[config.mk]
export PLATFORM = sky130hd
export DESIGN_NAME = sample_delta_varint_encoder_core
export DESIGN_NICKNAME = d
export VERILOG_FILES = /design/src/hdl/sdve_pkg.sv /design/src/hdl/sample_delta_varint_encoder_core.sv
export SDC_FILE = /design/constraint.sdc
export NUM_CORES = 1
export LEC_CHECK = 0
export BUFFER_PORTS_ARGS = -buffer_cell sky130_fd_sc_hd__buf_2
export CAP_MARGIN = 40
export CORE_UTILIZATION = 45
export CTS_CLUSTER_SIZE = 16
export DETAILED_ROUTE_END_ITERATION = 8
export GPL_TIMING_DRIVEN = 1
export SETUP_SLACK_MARGIN = 0.4
export SLEW_MARGIN = 20
export SYNTH_ARGS = -nofsm -noshare
export SYNTH_HDL_FRONTEND = slang
export SYNTH_SLANG_ARGS = --single-unit
[constraint.sdc]
create_clock -name clock -period 9.85 [get_ports clock]
set_input_delay 1.4775 -clock clock [delete_from_list [all_inputs] [get_ports clock]]
set_output_delay 1.4775 -clock clock [all_outputs]
set_load 0.005 [all_outputs]
[src/hdl/sdve_pkg.sv]
// Package: types and constants for the sample delta varint encoder.
`default_nettype none

package sdve_pkg;

   localparam int unsigned GroupBits = 7;
   localparam int unsigned DataBits  = 32;
   localparam int unsigned LenBits   = 4;

   typedef struct packed {
      logic [31:0]        time_ms;
      logic signed [31:0] measure;
      logic [31:0]        timer_ms;
   } req_word_type;

   typedef struct packed {
      logic [7:0]         out_byte;
      logic               last;
      logic [LenBits-1:0] record_len;
   } rsp_word_type;

   typedef enum logic [4:0] {
      ST_IDLE = 5'b00001,
      ST_DT   = 5'b00010,
      ST_DM   = 5'b00100,
      ST_TM   = 5'b01000,
      ST_EMIT = 5'b10000
   } state_type;

   typedef enum logic [1:0] {
      FLD_TIME  = 2'd0,
      FLD_MEAS  = 2'd1,
      FLD_TIMER = 2'd2
   } field_type;

   function automatic logic [DataBits-1:0] zigzag(input logic [DataBits-1:0] d);
      zigzag = {d[DataBits-2:0], 1'b0} ^ {DataBits{d[DataBits-1]}};
   endfunction

endpackage

`default_nettype wire

[src/hdl/sample_delta_varint_encoder_core.sv]
// Top level: delta, zigzag and LEB128 varint encoder for timed samples.
`default_nettype none

// One sample word produces a record of 2 to 15 bytes: the varint of the time
// delta, the zigzag varint of the measurement delta and, when include_timer is
// set, the varint of the timer value. A single 32-bit subtractor forms each
// value in its own state, then a work register shifted 7 bits per byte emits
// one byte per cycle while rsp_stall is low.
// After acceptance, each varint has a compute state followed by the emission of its
// bytes. req_stall stays high from acceptance until the last byte is taken.
module sample_delta_varint_encoder_core (
   input  wire                   clock,
   input  wire                   reset,
   input  wire                   req_valid,
   output logic                  req_stall,
   input  wire sdve_pkg::req_word_type req_data,
   output logic                  rsp_valid,
   input  wire                   rsp_stall,
   output sdve_pkg::rsp_word_type rsp_data,
   input  wire                   csr_write_enable,
   input  wire                   csr_write_data
);
   import sdve_pkg::*;

   state_type             state_ff, state_in;
   field_type             field_ff, field_in;
   logic                  include_timer_ff;
   logic [DataBits-1:0]   prev_time_ff, prev_measure_ff;
   logic [DataBits-1:0]   time_ff, measure_ff, timer_ff;
   logic [DataBits-1:0]   work_ff, work_in;
   logic [LenBits-1:0]    count_ff, count_in;
   logic [DataBits-1:0]   alu_a, alu_b, alu_out;
   logic                  req_take, rsp_take, more, final_byte;

   assign req_take = req_valid && !req_stall;
   assign rsp_take = rsp_valid && !rsp_stall;

   assign req_stall = (state_ff != ST_IDLE);
   assign rsp_valid = (state_ff == ST_EMIT);

   assign more       = (work_ff[DataBits-1:GroupBits] != '0);
   assign final_byte = !more &&
      ((field_ff == FLD_TIMER) || (field_ff == FLD_MEAS && !include_timer_ff));

   always_comb begin
      rsp_data.out_byte   = {more, work_ff[GroupBits-1:0]};
      rsp_data.last       = final_byte;
      rsp_data.record_len = final_byte ? count_ff + 4'd1 : '0;
   end

   // shared subtractor
   always_comb begin
      case (state_ff)
         ST_DT: begin
            alu_a = time_ff;
            alu_b = prev_time_ff;
         end
         ST_DM: begin
            alu_a = measure_ff;
            alu_b = prev_measure_ff;
         end
         default: begin
            alu_a = timer_ff;
            alu_b = '0;
         end
      endcase
      alu_out = alu_a - alu_b;
   end

   always_comb begin
      state_in = state_ff;
      field_in = field_ff;
      work_in  = work_ff;
      count_in = count_ff;
      case (state_ff)
         ST_IDLE: begin
            count_in = '0;
            if (req_take) begin
               state_in = ST_DT;
            end
         end
         ST_DT: begin
            work_in  = alu_out;
            field_in = FLD_TIME;
            state_in = ST_EMIT;
         end
         ST_DM: begin
            work_in  = zigzag(alu_out);
            field_in = FLD_MEAS;
            state_in = ST_EMIT;
         end
         ST_TM: begin
            work_in  = alu_out;
            field_in = FLD_TIMER;
            state_in = ST_EMIT;
         end
         ST_EMIT: begin
            if (rsp_take) begin
               count_in = count_ff + 4'd1;
               if (more) begin
                  work_in = work_ff >> GroupBits;
               end else if (final_byte) begin
                  state_in = ST_IDLE;
               end else if (field_ff == FLD_TIME) begin
                  state_in = ST_DM;
               end else begin
                  state_in = ST_TM;
               end
            end
         end
         default: begin
            state_in = ST_IDLE;
         end
      endcase
   end

   always_ff @(posedge clock) begin
      if (reset) begin
         state_ff         <= ST_IDLE;
         include_timer_ff <= 1'b0;
         prev_time_ff     <= '0;
         prev_measure_ff  <= '0;
         count_ff         <= '0;
         field_ff         <= FLD_TIME;
      end else begin
         state_ff <= state_in;
         count_ff <= count_in;
         field_ff <= field_in;
         if (csr_write_enable) begin
            include_timer_ff <= csr_write_data;
         end
         if (rsp_take && final_byte) begin
            prev_time_ff    <= time_ff;
            prev_measure_ff <= measure_ff;
         end
      end
   end

   always_ff @(posedge clock) begin
      work_ff <= work_in;
      if (req_take) begin
         time_ff    <= req_data.time_ms;
         measure_ff <= $unsigned(req_data.measure);
         timer_ff   <= req_data.timer_ms;
      end
   end

   a_busy_after_accept: assert property (@(posedge clock) disable iff (reset)
      req_take |=> req_stall && !rsp_valid)
      else $error("block not busy after sample accepted");

   a_idle_after_last: assert property (@(posedge clock) disable iff (reset)
      (rsp_take && rsp_data.last) |=> !rsp_valid && !req_stall)
      else $error("block not idle after last byte");

   a_len_on_last: assert property (@(posedge clock) disable iff (reset)
      (rsp_valid && rsp_data.last) |-> (rsp_data.record_len >= 4'd2))
      else $error("record length too short");

   a_len_zero: assert property (@(posedge clock) disable iff (reset)
      (rsp_valid && !rsp_data.last) |-> (rsp_data.record_len == '0))
      else $error("record length set on inner byte");

endmodule

`default_nettype wire

# --- Yosys cells after proc, flatten, opt, wreduce, memory -nomap -nowiden ---
# Index checks and enable logic that the tools add are counted.
totals:
  regBits: 204
  input_bits: 102
  wordCells: 60
classes:
  n_addsub: 2
  n_reduce_logical: 20
  eq_ne: 12
  n_mux: 15
  bitwise: 1
op_table:
  columns: ["operator", "n"]
  rows:
  - ["one-hot mux 32 bit (2 select lines)", 2]
  - ["one-hot mux 32 bit (3 select lines)", 1]
  - ["2-to-1 mux 32 bit", 2]
  - ["subtractor 32 bit", 1]
  - ["XOR 32 bit", 1]
  - ["nonzero test 25 bit", 1]
  - ["2-to-1 mux 4 bit", 4]
  - ["2-to-1 mux 5 bit", 3]
  - ["one-hot mux 5 bit (3 select lines)", 1]
  - ["one-hot mux 4 bit (2 select lines)", 1]
  - ["one-hot mux 2 bit (3 select lines)", 1]
  - ["AND reduction 3 bit", 2]
  - ["nonzero test 3 bit", 2]
  - ["== test 5 x 1 -> 1 bit (second input constant)", 1]
  - ["== test 5 x 2 -> 1 bit (second input constant)", 1]
  - ["== test 5 x 3 -> 1 bit (second input constant)", 1]
  - ["== test 5 x 4 -> 1 bit (second input constant)", 1]
  - ["== test 5 bit (second input constant)", 1]
  - ["logical AND 1 bit", 5]
  - ["inequality test 5 x 1 -> 1 bit (second input constant)", 1]
  - ["adder 4 x 1 -> 4 bit (second input constant)", 1]
  - ["logical NOT 1 bit", 4]
  - ["inequality test 2 x 1 -> 1 bit (second input constant)", 2]
  - ["inequality test 2 bit (second input constant)", 2]
  - ["other kinds (8)", 8]

# --- Longest topological paths before layout ---
# Gate-level depths: netlist (run 1).
depth:
  ltp_word: 8
  mapped_depth: 19
  ltp_nobuf: 16

# --- Least setup slack after synthesis (run 1) ---
# No wires, ideal clock.
synth_timing:
  kind: "input port to flip-flop"
  from: "in req_valid"
  to: "reg measure_ff[0], enable pin"
  setup_time_ps: 552
  n_path_buf: 0
  required_time_ps: 9298
  setup_slack_ps: 3818
  cell_stages: 2
  arrival_time_ps: 5480
  path_cell_list: "inv_1 -> nor2_1"
synth_between:
  elab_chain_len: 1
synth_rtl:
  columns: ["item", "line", "rtl"]
  rows:
  - ["start: declaration", "sample_delta_varint_encoder_core.sv:14", "input wire req_valid,"]
  - ["logical AND 1 bit", "sample_delta_varint_encoder_core.sv:35", "assign req_take = req_valid && !req_stall;"]
  - ["via req_take", "sample_delta_varint_encoder_core.sv:33", "logic req_take, rsp_take, more, final_byte;"]
  - ["end signal: assignment", "sample_delta_varint_encoder_core.sv:143", "measure_ff <= $unsigned(req_data.measure);"]
  - ["end: declaration", "sample_delta_varint_encoder_core.sv:29", "logic [DataBits-1:0] time_ff, measure_ff, timer_ff;"]
# The timed path passes the listed nets, and every way through them passes these cells.
# A chain may end at the register's enable or synchronous reset.

# --- Worst setup path after layout (run 1) ---
layout_timing:
  from: "reg state_ff[4]"
  to: "reg work_ff[30], data pin"
layout_between:
  elab_chain_len: 5
layout_rtl:
  columns: ["item", "line", "rtl"]
  rows:
  - ["start: declaration", "sample_delta_varint_encoder_core.sv:25", "state_type state_ff, state_in;"]
  - ["start signal: assignment", "sample_delta_varint_encoder_core.sv:126", "state_ff <= state_in;"]
  - ["== test 5 x 3 -> 1 bit / == test 5 x 2 -> 1 bit (equally long branches)", "sample_delta_varint_encoder_core.sv:53, sample_delta_varint_encoder_core.sv:75", null]
  - ["one-hot mux 32 bit (2 select lines)", "sample_delta_varint_encoder_core.sv:53", "case (state_ff)"]
  - ["subtractor 32 bit", "sample_delta_varint_encoder_core.sv:67", "alu_out = alu_a - alu_b;"]
  - ["XOR 32 bit", "sdve_pkg.sv:37", "zigzag = {d[DataBits-2:0], 1'b0} ^ {DataBits{d[DataBits-1]}};"]
  - ["one-hot mux 32 bit (3 select lines) (*)", "sample_delta_varint_encoder_core.sv:75", "case (state_ff)"]
  - ["via work_in[30]", "sample_delta_varint_encoder_core.sv:30", "logic [DataBits-1:0] work_ff, work_in;"]
  - ["end signal: assignment", "sample_delta_varint_encoder_core.sv:140", "work_ff <= work_in;"]
  - ["end: declaration", "sample_delta_varint_encoder_core.sv:30", null]
# Mark *: on every way through the listed nets, which the timed path passes. The rest lies on a longest branch.

==> flow_summary.json, run 1 <==
{
  "endpoint_kind": "flip-flop",
  "slew_violations": 0,
  "hold_viol": 0,
  "outcome": "completed",
  "synth-seq-cells": 204,
  "hold_path_class": "reg2reg",
  "critical_path_startpoint_category": "flip-flop",
  "cts.repair.resized": 0,
  "synth_top_area_share": 0.363,
  "initial_utilization": 0.463,
  "clk-insertion-delay-late_ns": 0.51,
  "crit_path_max_incr_delay_ns": 0.82,
  "cts_post_setup_buffers_inserted": 0,
  "finalCritPeriodShare": 0.599,
  "fin_nets": 1261,
  "reg2regPathDepth": 16,
  "place.gp.congestion": 0.851,
  "multi_input_combinational_cell_area_sq_um": 4790,
  "syn2layout_area_growth_pct": 14.1,
  "min_period_ns": 5.90,
  "number_of_global_route_vias_before_repair": 7979,
  "worst_path_slowest_cell": "nor2_2",
  "placementRows": 55,
  "place.detailed.hpwl_um": 18500,
  "cts_inserted_buffers": 24,
  "antenna_violations_before_repair": 0,
  "pin_count_of_the_biggest_net_entering_global_routing": 75,
  "floorplan.core_area_sq_um": 22800,
  "maximum_vdd_drop_mv": 0.216,
  "hold_depth": 2,
  "timing.rr.end": "work_ff[30]",
  "worst-r2r-setup-slack_ns": 3.95,
  "synth.net_count": 1192,
  "detailedRoute.firstIterationViolations": 593,
  "synthFlopType": "edfxtp_1",
  "design.die.area_sq_um": 24100,
  "synth_warnings": 0,
  "detail_route.drc_violations": 0,
  "height_of_the_chip_um": 155,
  "synth-async-reset-ratio": 0,
  "drt.antenna.violating_nets": 0,
  "power_density_nw_per_um2": 367,
  "cp_arrival_ns": 6.23,
  "critical_path.max_fanout": 35,
  "ioPinCount": 117,
  "port_buffers": 116,
  "sum_neg_setup_slack_ns": 0,
  "avgViaCountPerCell": 5.79,
  "yosysTopAreaCell": "edfxtp_1",
  "postLayoutCellArea_sq_um": 12100,
  "cts.root.buffer_cell": "clkbuf_16",
  "seqCellArea_sq_um": 5370,
  "cts_max_path_buffers": 3,
  "cp_data_required_time_ns": 10.19,
  "netlist_area_sq_um": 10600,
  "first_pass_grt_wire_length_um": 42600,
  "clkSlewWorstSetupHoldPaths_ns": 0.06,
  "cell_chain_of_the_critical_path": "nor3_4 -> buf_4 -> nand2_2 -> nor2_2 -> buf_4 -> a22oi_1 -> ha_1 -> and3_1 -> and4_1 -> a32oi_1 -> a21bo_2 -> a21oi_4 -> xor2_4 -> buf_4 -> xnor3_1 -> o22ai_1",
  "synth.avg_cell_area_sq_um": 10.0,
  "syn-instance-count": 1057,
  "synth_top_cells_by_area": "edfxtp_1, dfxtp_1, nand2_1, a21oi_1, o22ai_1",
  "global_route.overflow_total": 0,
  "synth_enable_flop_cells": 128,
  "hold_path_startpoint": "prev_time_ff[9]",
  "synth.yosys.seq_area_share": 0.507,
  "critical_path_class": "reg2reg",
  "die_width_um": 155,
  "final-setup-viol-count": 0,
  "final.setup_skew_ns": 0.00870,
  "ant_diodes": 0,
  "routedWlPerCell_um": 18.4,
  "detailed_place.area_sq_um": 11300,
  "final_layout_size_suffix_gt1_frac": 0.163,
  "cts_max_level": 1,
  "hold_end": "prev_time_ff[9]",
  "totalWireLength_um": 26800,
  "timing.rr.start": "state_ff[4]",
  "grt_util_all_layers": 0.222,
  "vias": 8432,
  "timing.slew.headroom": 0.450,
  "leakagePower_nw": 4.18,
  "postLayoutCoreUtil": 0.528,
  "tritoncts_clock_tree": "yes",
  "clock.fmax_mhz": 170,
  "worst_path_most_repeated_cell": "buf_4",
  "firstDrtPassIters": 5,
  "ys_types": 79,
  "cts_sinks": 204,
  "post_cts_hold_buffer_count": 0,
  "max_capacitance_violation_total": 0,
  "worst_slew_pin_slew_ns": 0.825,
  "rsz_0062_raised_after_global_routing": "no",
  "fillerInstances": 2153
}
[report_power, final]
part | total, W | switching [W] | internal [W] | leakage (nW)
Clock | 0.000832 | 0.000336 | 0.000496 | 0.363
Sequential | 0.00134 | 0.000101 | 0.00123 | 1.81
Combinational | 0.00226 | 0.00133 | 0.000938 | 2.01
Total | 0.00443 | 0.00176 | 0.00267 | 4.18
[critical path, delay by kind of cell, from the launching register on]
family	cells	cell delay, ns
AND/OR/NAND/NOR	5	2.12
buffers and inverters	3	1.27
AO/OA/AOI/OAI	5	0.90
XOR/XNOR	2	0.55
adder cells (fa/ha/maj)	1	0.43
flip-flops	1	0.39
[cells by family after synthesis]
family,after synthesis,share of synthesized area
AND/OR/NAND/NOR,278,0.116
AO/OA/AOI/OAI,380,0.234
flip-flops,204,0.507
adder cells (fa/ha/maj),33,0.0397
XOR/XNOR,61,0.0589
buffers and inverters,100,0.0434
multiplexers,1,0.000946
[flip-flops by register name, indices dropped and copies added (netlist names)]
name and cells:
state_ff 5, measure_ff 32, timer_ff 32, prev_measure_ff 32
include_timer_ff 1, work_ff 32, field_ff 2, time_ff 32
prev_time_ff 32, count_ff 4
[worst max path at each step]
stage,startpoint,end,slack [ns],depth (start not counted)
6_report,state_ff[4],work_ff[30],3.95,16
5_1_grt,state_ff[4],work_ff[31],3.62,16
4_1_cts,state_ff[4],work_ff[30],4.05,16
3_5_place_dp,state_ff[4],work_ff[31],4.10,15
3_3_place_gp,state_ff[4],work_ff[29],4.24,16
2_1_floorplan,req_valid,measure_ff[0],3.82,2
[layout by cell type, fill, tap and decap left out, types with 29 or more instances in the layout]
cell type / Yosys / layout
o22ai_1: 68 / 68
a22oi_1: 44 / 44
xnor2_1: 29 / 29
o21ai_0: 29 / 29
o22a_1: 31 / 31
ha_1: 32 / 32
buf_2: 6 / 116
a21oi_1: 123 / 123
nand2_1: 168 / 168
dfxtp_1: 76 / 75
edfxtp_1: 128 / 128
nor2_1: 39 / 37
[synthesized netlist by cell type (10+ instances only)]
library cell / number
xnor2_1: 29
a21oi_1: 123
buf_4: 10
o22ai_1: 68
nand4_1: 11
o21ai_0: 29
o22a_1: 31
o221ai_1: 14
o21ai_1: 14
nand2_1: 168
ha_1: 32
xor2_1: 26
inv_1: 10
nor2_1: 39
nor3_1: 12
dfxtp_1: 76
edfxtp_1: 128
a22oi_1: 44
clkbuf_1: 65
[metal layers]
| layer | up-vias | wire length [um] | track usage |
|---|---|---|---|
| met4 | 0 | 580 | 0.0593 |
| met2 | 286 | 12100 | 0.348 |
| met3 | 39 | 1700 | 0.0357 |
| li1 | 4101 | - | - |
| met1 | 4006 | 12400 | 0.319 |
| met5 | - | 0 | 0 |
[through the flow]
| stage | std cells | setup WS [ns] | hold WS [ns] | power [W] |
|---|---|---|---|---|
| 2_1_floorplan | 1057 | 3.82 | 0.436 | 0.00312 |
| 6_report | 1457 | 3.95 | 0.452 | 0.00443 |
| 3_5_place_dp | 1412 | 4.10 | 0.446 | 0.00359 |
| 3_3_place_gp | 1410 | 4.24 | 0.442 | 0.00357 |
| 4_1_cts | 1456 | 4.05 | 0.453 | 0.00444 |
| 5_1_grt | 1457 | 3.62 | 0.471 | 0.00472 |
[final cells by class]
| class | instances | area share |
|---|---|---|
| clock buffers | 33 | 0.0551 |
| multi-input cells | 753 | 0.397 |
| repair buffers | 133 | 0.0616 |
| clock inverters | 11 | 0.00632 |
| inverters | 10 | 0.00311 |
| flip-flops and latches | 204 | 0.445 |
| well taps | 313 | 0.0324 |
Note: power is estimated with default switching activity, not from simulation.
==> run 2, diff against run 1 <==
Settings changed: ABC_AREA set to 1, PLACE_DENSITY set to 0.66.
Clock period 9.85 ns to 5.35 ns, I/O delays scaled along.
==> run 2 against run 1 <==
Effect of this change: sequential power up 69%; synthesized cell count up 46%; wire length up 13%; register-to-register slack worse by 2.7 ns; synthesized area up 11%; critical path depth up 5; utilization down 0.66 points; non-clock buffer count down 5.
==> flow_summary.json, run 2 <==
{
  "synth_xor_area_frac": 0.0126,
  "cts_inserted_buffers": 23,
  "routedWlPerCell_um": 15.3,
  "synth_top_cells_by_area": "edfxtp_1, nand2_1, dfxtp_1, inv_1, nand3_1",
  "timing.rr.end": "work_ff[31]",
  "design.die.area_sq_um": 26900,
  "share_clk_of_total_power": 0.228,
  "fraction_of_power_spent_switching_nets": 0.413,
  "synth-async-reset-ratio": 0,
  "final-setup-viol-count": 0,
  "power_frac_comb": 0.433,
  "netlist_area_sq_um": 11800,
  "timing.slew.headroom": 0.464,
  "place.detailed.hpwl_um": 22300,
  "die_width_um": 164,
  "vias": 10200,
  "cts_max_path_buffers": 3,
  "detail_route.drc_violations": 0,
  "leakagePower_nw": 5.95,
  "synth_warnings": 0,
  "tritoncts_clock_tree": "yes",
  "synth_top_area_share": 0.326,
  "endpoint_kind": "flip-flop",
  "synth_simple_gate_area_share": 0.308,
  "sum_neg_setup_slack_ns": 0,
  "ioPinCount": 117,
  "outcome": "completed",
  "port_buffers": 116,
  "cts.root.buffer_cell": "clkbuf_16",
  "yosysTopAreaCell": "edfxtp_1",
  "hold_path_class": "in2reg",
  "reg2regPathDepth": 21,
  "max_capacitance_violation_total": 0,
  "post-synth-top-count-cell": "nand2_1",
  "cp_arrival_ns": 4.34,
  "ys_types": 39,
  "cts_max_level": 1,
  "timing.final.ws_setup_ns": 1.29,
  "hold_depth": 1,
  "initial_utilization": 0.463,
  "synth_enable_flop_cells": 128,
  "synthMuxAreaShare": 0,
  "hold_end": "timer_ff[0]",
  "post_cts_hold_buffer_count": 0,
  "leading_cell_types_in_the_layout_fill_and_taps_excluded": "nand2_1, inv_1, edfxtp_1",
  "clkSlewWorstSetupHoldPaths_ns": 0.06,
  "finalCritPeriodShare": 0.758,
  "totalPowerFinal_w": 0.00666,
  "first_pass_grt_wire_length_um": 48100,
  "clock.fmax_mhz": 247,
  "rsz_0062_raised_after_global_routing": "no",
  "switchingPower_w": 0.00275,
  "synthAdderAreaFrac": 0.0357,
  "placementRows": 58,
  "final_layout_size_suffix_gt1_frac": 0.125,
  "cp_data_required_time_ns": 5.64,
  "clk-insertion-delay-late_ns": 0.53,
  "place.gp.congestion": 1.01,
  "mostFrequentLayoutCell": "nand2_1",
  "combinational_family_with_the_most_area_after_synthesis": "simple AND/OR/NAND/NOR gates",
  "floorplan.core_area_sq_um": 25500,
  "syn2layout_area_growth_pct": 12.7,
  "synth.avg_cell_area_sq_um": 7.63,
  "firstDrtPassIters": 5,
  "synth.top_cells.by_count": "nand2_1, inv_1, edfxtp_1",
  "grt_util_all_layers": 0.226,
  "detailedRoute.firstIterationViolations": 653,
  "synth.net_count": 1680,
  "cts_sinks": 204,
  "internal_power_w": 0.00391,
  "avgViaCountPerCell": 5.17,
  "totalWireLength_um": 30300,
  "cts_post_setup_buffers_inserted": 0,
  "power_density_nw_per_um2": 501,
  "worst_slew_pin_slew_ns": 0.805,
  "cts.repair.resized": 0,
  "synth.yosys.seq_area_share": 0.455,
  "min_period_ns": 4.06,
  "detailedPlace.worstSlack_ns": 1.32,
  "slew_violations": 0,
  "critical_path_startpoint_category": "flip-flop",
  "critical_path_class": "reg2reg",
  "synth-seq-cells": 204,
  "ant_diodes": 0,
  "hold_viol": 0,
  "antenna_violations_before_repair": 0,
  "global_route.overflow_total": 0,
  "height_of_the_chip_um": 164,
  "syn-instance-count": 1545,
  "synthFlopType": "edfxtp_1",
  "fin_nets": 1761,
  "synth_compound_gate_area_share": 0.0833,
  "sequentialPowerShare": 0.338,
  "timing.rr.start": "state_ff[2]",
  "drt.antenna.violating_nets": 0,
  "maximum_vdd_drop_mv": 0.283,
  "number_of_global_route_vias_before_repair": 9406,
  "pin_count_of_the_biggest_net_entering_global_routing": 97,
  "worst-r2r-setup-slack_ns": 1.29,
  "hold_path_startpoint": "req_data[0]",
  "final.setup_skew_ns": 0.0140,
  "critical_path.max_fanout": 35
}
## run 2: changes by cell type after synthesis, sizes merged, moves of 24 or more
cell / delta
a21oi: -33
a22o: +30
a22oi: -39
clkbuf: -24
inv: +218
nand2: +387
nand3: +99
nand4: +71
nor2: +27
o21ai: -27
o22a: -31
o22ai: -55
## run 2: cell families after synthesis
kind of cell	after synthesis
compound gates	161
xor+xnor	17
fa+ha+maj	33
buf+inv	301
flops	204
simple gates	829
## run 2: routing by layer
metal  GRT usage  up-vias  routed length (um)
met5           0        -                   0
met4      0.0854        0                1110
met3      0.0247       50                1440
met2       0.365      290               13600
met1       0.313     4674               14100
li1            -     5194                   -
## run 2: power by group through the flow
stage | Combinational, W | Clock [W] | Sequential (W)
after floorplan | 0.00216 | 0 | 0.00226
after global placement | 0.00283 | 0 | 0.00228
after detailed placement | 0.00287 | 0 | 0.00229
after CTS | 0.00288 | 0.00156 | 0.00226
after global routing | 0.00326 | 0.00161 | 0.00228
final | 0.00289 | 0.00152 | 0.00226
## run 2: final cells by class
cell class / count / area [sq um]
Sequential cell: 204 / 5370
Clock buffer: 33 / 644
Tap cell: 330 / 413
Inverter: 229 / 860
Multi-Input combinational cell: 1040 / 5220
Fill cell: 2449 / 12200
Timing Repair Buffer: 128 / 696
Clock inverter: 9 / 88.8
## run 2: how the worst max path moves through the flow
stage | from | to | slack, ns
6_report | state_ff[2] | work_ff[31] | 1.29
5_1_grt | state_ff[2] | work_ff[31] | 0.91
4_1_cts | state_ff[2] | work_ff[31] | 1.31
3_5_place_dp | state_ff[2] | work_ff[31] | 1.32
3_3_place_gp | state_ff[2] | work_ff[31] | 1.39
2_1_floorplan | rsp_stall | work_ff[0] | 1.39
## run 2: stage by stage
step | instances | hold slack, ns | util | cell area, sq um
after floorplan | 1545 | 0.441 | - | 11800
after global placement | 1931 | 0.448 | 0.493 | 12600
after detailed placement | 1931 | 0.454 | 0.493 | 12600
after CTS | 1973 | 0.421 | 0.522 | 13300
after global routing | 1973 | 0.428 | 0.522 | 13300
final | 1973 | 0.448 | 0.522 | 13300
## run 2: critical path, stage by stage (launching register included)
cell	delay (ns)
dfxtp_1	0.35
inv_1	0.07
nor2_1	0.17
nand3_2	0.17
inv_2	0.51
buf_4	0.36
a22o_1	0.17
inv_1	0.04
ha_1	0.40
nand2_1	0.14
nor2_1	0.25
nand2_1	0.11
inv_1	0.08
nand2_2	0.05
nand2_2	0.09
nand2_4	0.07
nand2_4	0.07
nand2_1	0.06
nand2_2	0.35
nand3_1	0.13
nand2_1	0.11
nor2_2	0.04
